`config.mk`:
```
export PLATFORM = sky130hd
export DESIGN_NAME = bus_voltage_loop_soft_start_core
export DESIGN_NICKNAME = d
export VERILOG_FILES = /design/src/rtl/core/bvls_pkg.sv /design/src/rtl/core/bvls_regs.sv /design/src/rtl/core/bvls_ctrl.sv /design/src/rtl/core/bvls_dp.sv /design/src/rtl/core/bus_voltage_loop_soft_start_core.sv
export SDC_FILE = /design/constraint.sdc
export NUM_CORES = 2
export LEC_CHECK = 0
export BUFFER_PORTS_ARGS = -buffer_cell sky130_fd_sc_hd__buf_4
export CELL_PAD_IN_SITES_DETAIL_PLACEMENT = 0
export CELL_PAD_IN_SITES_GLOBAL_PLACEMENT = 1
export CORE_UTILIZATION = 53
export DETAILED_ROUTE_END_ITERATION = 12
export PLACE_DENSITY_LB_ADDON = 0.15
export SLEW_MARGIN = 20
export SYNTH_ARGS = -nofsm -noshare
export SYNTH_HDL_FRONTEND = slang
export SYNTH_SLANG_ARGS = --single-unit
export TNS_END_PERCENT = 20
```
`constraint.sdc`:
```
create_clock -name i_clk -period 13.3 [get_ports i_clk]
set_input_delay 0 -clock i_clk [delete_from_list [all_inputs] [get_ports i_clk]]
set_output_delay 0 -clock i_clk [all_outputs]
set_load 0.03 [all_outputs]
```
`src/rtl/core/bvls_pkg.sv`:
```
// Shared types and constants for the bus voltage loop with soft start.
package bvls_pkg;

    // Configuration register indices
    localparam logic [2:0] CFG_COEF_NOW      = 3'd0;
    localparam logic [2:0] CFG_COEF_PREV     = 3'd1;
    localparam logic [2:0] CFG_COEF_PREV_TWO = 3'd2;
    localparam logic [2:0] CFG_FAST_LIMIT    = 3'd3;
    localparam logic [2:0] CFG_FINAL_TARGET  = 3'd4;
    localparam logic [2:0] CFG_BOOST_THR     = 3'd5;
    localparam logic [2:0] CFG_RAMP_PERIOD   = 3'd6;
    localparam logic [2:0] CFG_OUTPUT_MAX    = 3'd7;

    localparam int unsigned CFG_IDX_W  = 3;
    localparam int unsigned CFG_DATA_W = 31;

    // Reset values
    localparam logic signed [15:0] RST_COEF_NOW      = 16'sd3600;
    localparam logic signed [15:0] RST_COEF_PREV     = -16'sd3400;
    localparam logic signed [15:0] RST_COEF_PREV_TWO = 16'sd0;
    localparam logic [15:0]        RST_FAST_LIMIT    = 16'd3500;
    localparam logic [15:0]        RST_FINAL_TARGET  = 16'd3800;
    localparam logic [14:0]        RST_BOOST_THR     = 15'd300;
    localparam logic [7:0]         RST_RAMP_PERIOD   = 8'd150;
    localparam logic [30:0]        RST_OUTPUT_MAX    = 31'd2146304000;

    // Fast ramp step size
    localparam logic [16:0] FAST_STEP = 17'd5;

    typedef struct packed {
        logic signed [15:0] coef_now;
        logic signed [15:0] coef_prev;
        logic signed [15:0] coef_prev_two;
        logic [15:0]        fast_ramp_limit;
        logic [15:0]        final_target;
        logic [14:0]        error_boost_threshold;
        logic [7:0]         ramp_period;
        logic [30:0]        output_max;
    } t_cfg;

    // Multiplier operand pair select
    typedef enum logic [1:0] {
        MUL_NOW,
        MUL_PREV,
        MUL_PREV_TWO
    } t_mul_sel;

    typedef struct packed {
        logic     load;      // latch input word
        logic     ramp;      // soft-start reference update
        logic     err;       // form and scale the error
        logic     mul_en;    // register one product
        t_mul_sel mul_sel;
        logic     sum_init;  // preload sum with accumulator
        logic     sum_add;   // add previous product (x2) into sum
        logic     commit;    // clamp, update history, load output word
    } t_dp_cmd;

    typedef struct packed {
        logic out_free;      // output register can take a word this cycle
    } t_dp_sts;

endpackage

```
`src/rtl/core/bvls_regs.sv`:
```
// Configuration register file for the bus voltage loop.
module bvls_regs
    import bvls_pkg::*;
(
    input  logic                  i_clk,
    input  logic                  i_rst_n,
    input  logic                  i_cfg_wr_en,
    input  logic [CFG_IDX_W-1:0]  i_cfg_index,
    input  logic [CFG_DATA_W-1:0] i_cfg_wdata,
    output t_cfg                  o_cfg
);

    t_cfg r_cfg;

    always_ff @(posedge i_clk) begin
        if (!i_rst_n) begin
            r_cfg.coef_now              <= RST_COEF_NOW;
            r_cfg.coef_prev             <= RST_COEF_PREV;
            r_cfg.coef_prev_two         <= RST_COEF_PREV_TWO;
            r_cfg.fast_ramp_limit       <= RST_FAST_LIMIT;
            r_cfg.final_target          <= RST_FINAL_TARGET;
            r_cfg.error_boost_threshold <= RST_BOOST_THR;
            r_cfg.ramp_period           <= RST_RAMP_PERIOD;
            r_cfg.output_max            <= RST_OUTPUT_MAX;
        end else if (i_cfg_wr_en) begin
            case (i_cfg_index)
                CFG_COEF_NOW:      r_cfg.coef_now              <= i_cfg_wdata[15:0];
                CFG_COEF_PREV:     r_cfg.coef_prev             <= i_cfg_wdata[15:0];
                CFG_COEF_PREV_TWO: r_cfg.coef_prev_two         <= i_cfg_wdata[15:0];
                CFG_FAST_LIMIT:    r_cfg.fast_ramp_limit       <= i_cfg_wdata[15:0];
                CFG_FINAL_TARGET:  r_cfg.final_target          <= i_cfg_wdata[15:0];
                CFG_BOOST_THR:     r_cfg.error_boost_threshold <= i_cfg_wdata[14:0];
                CFG_RAMP_PERIOD:   r_cfg.ramp_period           <= i_cfg_wdata[7:0];
                CFG_OUTPUT_MAX:    r_cfg.output_max            <= i_cfg_wdata[30:0];
                default: ;
            endcase
        end
    end

    assign o_cfg = r_cfg;

endmodule

```
`src/rtl/core/bvls_ctrl.sv`:
```
// Sequencer for one control tick: ramp, error, three MACs, clamp and hand-off.
module bvls_ctrl
    import bvls_pkg::*;
(
    input  logic    i_clk,
    input  logic    i_rst_n,
    input  logic    i_in_valid,
    input  t_dp_sts i_sts,
    output logic    o_busy,
    output t_dp_cmd o_cmd
);

    typedef enum logic [2:0] {
        S_IDLE,
        S_REF,
        S_ERR,
        S_MUL0,
        S_MUL1,
        S_MUL2,
        S_ADD,
        S_COMMIT
    } t_state;

    t_state r_state;
    t_state n_state;

    always_comb begin
        n_state = r_state;
        o_cmd   = '0;
        case (r_state)
            S_IDLE: begin
                if (i_in_valid) begin
                    o_cmd.load = 1'b1;
                    n_state    = S_REF;
                end
            end
            S_REF: begin
                o_cmd.ramp = 1'b1;
                n_state    = S_ERR;
            end
            S_ERR: begin
                o_cmd.err = 1'b1;
                n_state   = S_MUL0;
            end
            S_MUL0: begin
                o_cmd.mul_en   = 1'b1;
                o_cmd.mul_sel  = MUL_NOW;
                o_cmd.sum_init = 1'b1;
                n_state        = S_MUL1;
            end
            S_MUL1: begin
                o_cmd.mul_en  = 1'b1;
                o_cmd.mul_sel = MUL_PREV;
                o_cmd.sum_add = 1'b1;
                n_state       = S_MUL2;
            end
            S_MUL2: begin
                o_cmd.mul_en  = 1'b1;
                o_cmd.mul_sel = MUL_PREV_TWO;
                o_cmd.sum_add = 1'b1;
                n_state       = S_ADD;
            end
            S_ADD: begin
                o_cmd.sum_add = 1'b1;
                n_state       = S_COMMIT;
            end
            S_COMMIT: begin
                // hold here until the output register has room
                if (i_sts.out_free) begin
                    o_cmd.commit = 1'b1;
                    n_state      = S_IDLE;
                end
            end
            default: n_state = S_IDLE;
        endcase
    end

    always_ff @(posedge i_clk) begin
        if (!i_rst_n) begin
            r_state <= S_IDLE;
        end else begin
            r_state <= n_state;
        end
    end

    assign o_busy = (r_state != S_IDLE);

endmodule

```
`src/rtl/core/bvls_dp.sv`:
```
// Datapath: soft-start reference, error scaling, shared multiplier, clamp, output word.
module bvls_dp
    import bvls_pkg::*;
(
    input  logic               i_clk,
    input  logic               i_rst_n,
    input  t_cfg               i_cfg,
    input  t_dp_cmd            i_cmd,
    output t_dp_sts            o_sts,
    input  logic [15:0]        i_bus_voltage,
    input  logic               i_ac_undervoltage,
    input  logic               i_out_stall,
    output logic               o_out_valid,
    output logic [14:0]        o_current_reference,
    output logic signed [15:0] o_voltage_error,
    output logic [15:0]        o_bus_reference_out
);

    logic [15:0]        r_bus;
    logic               r_uv;
    logic [15:0]        r_ref;
    logic [7:0]         r_cnt;
    logic signed [15:0] r_err;
    logic signed [15:0] r_err_last;
    logic signed [15:0] r_err_blast;
    logic [30:0]        r_acc;
    logic signed [31:0] r_prod;
    logic signed [35:0] r_sum;
    logic               r_out_valid;
    logic [14:0]        r_out_cref;
    logic signed [15:0] r_out_err;
    logic [15:0]        r_out_ref;

    // ramp
    logic [16:0] ref_plus5;
    logic [15:0] ref_fast;
    logic [15:0] n_ref;
    logic [7:0]  n_cnt;

    always_comb begin
        ref_plus5 = {1'b0, r_ref} + FAST_STEP;
        ref_fast  = ref_plus5[16] ? 16'hFFFF : ref_plus5[15:0];
        n_ref     = r_ref;
        n_cnt     = r_cnt;
        if (r_uv) begin
            n_ref = r_bus;
        end else if (r_cnt > i_cfg.ramp_period) begin
            n_cnt = '0;
            if (r_ref < i_cfg.fast_ramp_limit) begin
                n_ref = ref_fast;
            end else if (r_ref < i_cfg.final_target) begin
                n_ref = r_ref + 16'd1;
            end else begin
                n_ref = i_cfg.final_target;
            end
        end else begin
            n_cnt = r_cnt + 8'd1;
        end
    end

    // error and boost
    logic signed [15:0] err_raw;
    logic signed [16:0] err_wide;
    logic signed [16:0] thr_pos;
    logic signed [16:0] thr_neg;
    logic signed [15:0] err_x3;
    logic signed [15:0] n_err;

    always_comb begin
        err_raw  = $signed(r_ref - r_bus);
        err_wide = {err_raw[15], err_raw};
        thr_pos  = $signed({2'b00, i_cfg.error_boost_threshold});
        thr_neg  = -thr_pos;
        err_x3   = err_raw + $signed({err_raw[14:0], 1'b0});
        n_err    = ((err_wide > thr_pos) || (err_wide < thr_neg)) ? err_x3 : err_raw;
    end

    // shared 16x16 multiplier
    logic signed [15:0] mul_a;
    logic signed [15:0] mul_b;

    always_comb begin
        case (i_cmd.mul_sel)
            MUL_NOW: begin
                mul_a = i_cfg.coef_now;
                mul_b = r_err;
            end
            MUL_PREV: begin
                mul_a = i_cfg.coef_prev;
                mul_b = r_err_last;
            end
            MUL_PREV_TWO: begin
                mul_a = i_cfg.coef_prev_two;
                mul_b = r_err_blast;
            end
            default: begin
                mul_a = '0;
                mul_b = '0;
            end
        endcase
    end

    // product doubled and sign-extended to the sum width
    logic signed [35:0] prod_x2;
    logic signed [35:0] acc_max;
    logic [30:0]        acc_clamp;

    always_comb begin
        prod_x2 = {{3{r_prod[31]}}, r_prod, 1'b0};
        acc_max = $signed({5'b0, i_cfg.output_max});
        if (r_sum[35]) begin
            acc_clamp = '0;
        end else if (r_sum > acc_max) begin
            acc_clamp = i_cfg.output_max;
        end else begin
            acc_clamp = r_sum[30:0];
        end
    end

    assign o_sts.out_free = !r_out_valid || !i_out_stall;

    // control state
    always_ff @(posedge i_clk) begin
        if (!i_rst_n) begin
            r_ref       <= '0;
            r_cnt       <= '0;
            r_err_last  <= '0;
            r_err_blast <= '0;
            r_acc       <= '0;
            r_out_valid <= 1'b0;
        end else begin
            if (i_cmd.ramp) begin
                r_ref <= n_ref;
                r_cnt <= n_cnt;
            end
            if (i_cmd.commit) begin
                r_acc       <= acc_clamp;
                r_err_last  <= r_err;
                r_err_blast <= r_err_last;
                r_out_valid <= 1'b1;
            end else if (!i_out_stall) begin
                r_out_valid <= 1'b0;
            end
        end
    end

    // payload
    always_ff @(posedge i_clk) begin
        if (i_cmd.load) begin
            r_bus <= i_bus_voltage;
            r_uv  <= i_ac_undervoltage;
        end
        if (i_cmd.err) begin
            r_err <= n_err;
        end
        if (i_cmd.mul_en) begin
            r_prod <= mul_a * mul_b;
        end
        if (i_cmd.sum_init) begin
            r_sum <= $signed({5'b0, r_acc});
        end else if (i_cmd.sum_add) begin
            r_sum <= r_sum + prod_x2;
        end
        if (i_cmd.commit) begin
            r_out_cref <= acc_clamp[30:16];
            r_out_err  <= r_err;
            r_out_ref  <= r_ref;
        end
    end

    assign o_out_valid         = r_out_valid;
    assign o_current_reference = r_out_cref;
    assign o_voltage_error     = r_out_err;
    assign o_bus_reference_out = r_out_ref;

endmodule

```
`src/rtl/core/bus_voltage_loop_soft_start_core.sv`:
```
// Top level of the DC bus voltage loop with soft start.
// One word in per control tick: bus voltage plus AC undervoltage flag. The core
// steps the soft-start reference (or tracks the bus under undervoltage), forms
// reference minus bus, triples it when its magnitude exceeds the boost
// threshold, runs a three-tap incremental compensator on one shared 16x16
// multiplier and clamps the accumulator to [0, output_max]. One result word per
// input word: current reference (accumulator bits 30..16), scaled error and
// present bus reference. Sequence: a word is latched at its accepting edge, then
// passes through ramp, error, three multiplier passes, final add and
// clamp/commit, where the result is registered; the next word can be taken
// once the core is idle again. The three products share the single multiplier,
// so they are formed one after another. Input stall is high from acceptance
// until commit; a finished word waits in the output register while the next
// input is taken, and commit holds off only if that register is still
// occupied. Configuration writes are registered and are expected only while
// the core is idle.
module bus_voltage_loop_soft_start_core
    import bvls_pkg::*;
(
    input  logic                  i_clk,
    input  logic                  i_rst_n,
    // configuration write port
    input  logic                  i_cfg_wr_en,
    input  logic [CFG_IDX_W-1:0]  i_cfg_index,
    input  logic [CFG_DATA_W-1:0] i_cfg_wdata,
    // input word
    input  logic                  i_in_valid,
    output logic                  o_in_stall,
    input  logic [15:0]           i_bus_voltage,
    input  logic                  i_ac_undervoltage,
    // result word
    output logic                  o_out_valid,
    input  logic                  i_out_stall,
    output logic [14:0]           o_current_reference,
    output logic signed [15:0]    o_voltage_error,
    output logic [15:0]           o_bus_reference_out
);

    t_cfg    cfg;
    t_dp_cmd cmd;
    t_dp_sts sts;
    logic    busy;

    bvls_regs u_regs (
        .i_clk       (i_clk),
        .i_rst_n     (i_rst_n),
        .i_cfg_wr_en (i_cfg_wr_en),
        .i_cfg_index (i_cfg_index),
        .i_cfg_wdata (i_cfg_wdata),
        .o_cfg       (cfg)
    );

    bvls_ctrl u_ctrl (
        .i_clk      (i_clk),
        .i_rst_n    (i_rst_n),
        .i_in_valid (i_in_valid),
        .i_sts      (sts),
        .o_busy     (busy),
        .o_cmd      (cmd)
    );

    bvls_dp u_dp (
        .i_clk               (i_clk),
        .i_rst_n             (i_rst_n),
        .i_cfg               (cfg),
        .i_cmd               (cmd),
        .o_sts               (sts),
        .i_bus_voltage       (i_bus_voltage),
        .i_ac_undervoltage   (i_ac_undervoltage),
        .i_out_stall         (i_out_stall),
        .o_out_valid         (o_out_valid),
        .o_current_reference (o_current_reference),
        .o_voltage_error     (o_voltage_error),
        .o_bus_reference_out (o_bus_reference_out)
    );

    // busy from acceptance until the tick commits
    assign o_in_stall = busy;

`ifndef NO_ASSERTIONS
    // a commit never overwrites a word still waiting downstream
    a_no_overwrite: assert property (@(posedge i_clk) disable iff (!i_rst_n)
        (o_out_valid && i_out_stall) |-> !cmd.commit)
        else $error("commit while output word pending");

    // taking a word makes the core busy on the next cycle
    a_busy_after_load: assert property (@(posedge i_clk) disable iff (!i_rst_n)
        (i_in_valid && !o_in_stall) |=> o_in_stall)
        else $error("core not busy after accepting a word");

    // a new result only appears through a commit
    a_valid_from_commit: assert property (@(posedge i_clk) disable iff (!i_rst_n)
        $rose(o_out_valid) |-> $past(cmd.commit))
        else $error("output valid without commit");

    // commit only happens while busy, never alongside a load
    a_commit_busy: assert property (@(posedge i_clk) disable iff (!i_rst_n)
        cmd.commit |-> (busy && !cmd.load))
        else $error("commit outside a tick");
`endif

endmodule
```
==> impl_metrics.yaml <==
timing:
  rsz0062_at_grt: "no"
  setup_viol: 0
  max_freq_ghz: 0.119
  clock_skew_ns: 0.0376
  relSlewSlack: 0.226
  period_needed_ns: 8.41
  post-route-period-util: 0.632
  worst_slew_pin_slew_ns: 1.16
  final_hold_viol_count: 0
  drv_slew: 0
  finalSetupTns_ns: 0
worst_setup_path:
  r2r_cells: 27
  r2r_end: "u_dp.r_prod[25]"
  r2r-start: "u_ctrl.r_state[0]"
  cp-startpoint: "u_ctrl.r_state[0]"
  critical_path_class: "reg2reg"
  crit_path_max_fanout: 32
  critical_path.endpoint_type: "flip-flop"
  cp-start-kind: "flip-flop"
  crit_top_cell: "fa_1"
  rrSetupSlack_ns: 4.89
  crit_path_max_incr_delay_ns: 0.86
  critPathArrivalTime_ns: 8.73
  crit_required_ns: 13.62
  cp_slowest_cell: "a22oi_1"
logic_synthesis:
  yosysWarnings: 0
  yosysSeqAreaShare: 0.291
  synth-edff-count: 143
  yosysMostFrequentCell: "nand2_1"
  synthFlopType: "dfxtp_1"
  synth_common_cells: "nand2_1, inv_1, fa_1"
  syn_area_um2: 30600
  synthTopCellsByArea: "fa_1, dfxtp_1, edfxtp_1, ha_1, nand2_1"
  synthArstFlopShare: 0
  synth_top_area_frac: 0.173
  synth-seq-cells: 373
  synth.net_count: 4033
  syn_avg_cell_area_um2: 8.84
  yosysUniqueCellTypes: 76
  synth_area_leader_cell: "fa_1"
  syn_inst: 3460
placed_design:
  gp_congestion: 0.953
  port_buffers: 104
  dp_hpwl_um: 67500
routing:
  initialDrtViolationCount: 1583
  postRouteWirelength_um: 88200
  detail_route.vias_per_cell: 5.73
  postRouteAntennaNets: 0
  remaining_drc_errors: 0
  first_pass_iters: 5
  routedWlPerCell_um: 20.3
  detailroute.via_count: 24900
hold_path:
  holdPathEnd: "u_regs.o_cfg[84]"
  hold-path-cell-count: 4
  hold_path_class: "in2reg"
  min-delay-start: "i_cfg_index[0]"
finish:
  antenna_cells_inserted: 0
  drive_gt1_frac: 0.0671
  area_growth_pct: 11.8
  nNetsFinal: 4133
  fin_util: 0.603
grt:
  first_global_vias: 25200
  grt_max_degree: 101
  grtUsageTotal: 0.300
  antenna_found_initial: 0
  overflow: 0
  grt_pass1_wl_um: 138000
floorplanning:
  io_pins: 105
  fp.coreArea_um2: 56700
  initial_core_util: 0.539
  fp-row-count: 87
  die_w_um: 242
  die_area_um2: 58700
  die_h_um: 242
cts:
  clock_tree.root_cell: "clkbuf_16"
  ctsResizeCount: 0
  clk_pin_slew_ns: 0.06
  clk_path_buf_depth: 3
  cts_made_buffers: 43
  cts-htree-levels: 2
  clock-sinks: 373
  cts_tree: "yes"
  clk_latency_ns: 0.58
job:
  cap_viol_max_count: 0
run_status:
  status: "complete, no violations"
-- how the worst max path moves through the flow --
stage	to	slack, ns	cells after the start
final	u_dp.r_prod[25]	4.89	27
after global routing	u_dp.r_prod[31]	4.44	26
after CTS	u_dp.r_prod[25]	4.91	27
after detailed placement	u_dp.r_prod[25]	4.89	27
after global placement	u_dp.r_prod[31]	5.07	27
after floorplan	u_dp.r_prod[31]	5.61	29
-- cell families after synthesis --
family / synth area share
AOI/OAI and AO/OA: 0.147
xor gates and xnor gates: 0.0381
adders and majority gates: 0.277
buffers and inverters: 0.0779
DFF: 0.291
muxes: 0.0110
and+or+nand+nor: 0.158
-- metal layers --
layer / vias up / part of all wire / track usage
li1: 11800 / - / -
met1: 12200 / 0.43 / 0.398
met2: 735 / 0.46 / 0.487
met3: 172 / 0.060 / 0.0534
met4: 0 / 0.042 / 0.122
met5: - / 0 / 0
-- sequential cells by signal, summed over array words and instances (netlist names) --
register                  flops
u_dp.r_acc                   31
u_dp.o_current_reference     15
u_dp.r_err                   16
u_dp.r_err_last              16
u_dp.r_ref                   16
u_dp.r_sum                   36
u_regs.o_cfg                134
u_dp.r_err_blast             16
u_dp.r_uv                     1
u_ctrl.r_state                3
u_dp.r_bus                   16
u_dp.o_voltage_error         16
u_dp.o_bus_reference_out     16
u_dp.o_out_valid              1
u_dp.r_prod                  32
u_dp.r_cnt                    8
-- area by class of cell --
cell class	instances	area, um2
clock buffers	58	1250
well taps	756	946
fillers	5043	22500
multi-input cells	2462	19400
flip-flops and latches	373	8900
clock inverters	21	264
repair buffers	204	1700
inverters	476	1790
-- placed cells by master, fill, tap and decap left out, types with 13 or more instances in the layout --
master         Yosys  final
buf_4              2    138
nand4_1           24     24
or4_1             32     32
a21oi_1          251    250
o21ai_0           72     72
nor2b_1           27     25
nand3_1           47     46
clkbuf_16          0     46
edfxtp_1         143    143
nand2_1          550    550
fa_1             265    265
dfxtp_1          230    228
nor2_1           249    245
a22o_1            60     60
nand4b_1          34     34
o21a_1            22     22
inv_1            474    474
mux2_1            13     13
and3_1            19     19
a21o_1            58     58
o211ai_1          46     46
ha_1             252    252
xor2_1            46     46
nor3_1            30     30
dlygate4sd3_1      0     66
xnor2_1           87     87
a31oi_1           55     55
nand2b_1          22     22
o21ai_1           20     19
a22oi_1           31     31
mux2i_1           19     19
-- metrics by stage --
stage,area [um2],std cells,setup WS (ns),hold slack (ns)
after global routing,34200,4350,4.44,0.121
final,34200,4350,4.89,0.0987
after detailed placement,32000,4205,4.89,0.179
after CTS,34200,4350,4.91,0.0769
after floorplan,30600,3460,5.61,0.0989
after global placement,32000,4205,5.07,0.179
-- repair_timing --
action | CTS | global route
endpoints found under the hold margin | 154 | 0
setup buffers | 0 | 0
hold buffers | 66 | 0
setup endpoints to repair | 0 | 0
-- worst max-delay path, delay by kind of cell (launching register included) --
kind | cells | cell delay [ns]
AOI/OAI and AO/OA | 9 | 2.49
xor gates and xnor gates | 1 | 0.15
adders and majority gates | 8 | 3.74
buffers and inverters | 6 | 0.56
DFF | 1 | 0.38
and+or+nand+nor | 3 | 0.83
Power is not shown: default switching activity piles up to over one toggle a cycle in this logic, so the estimate is an artifact.
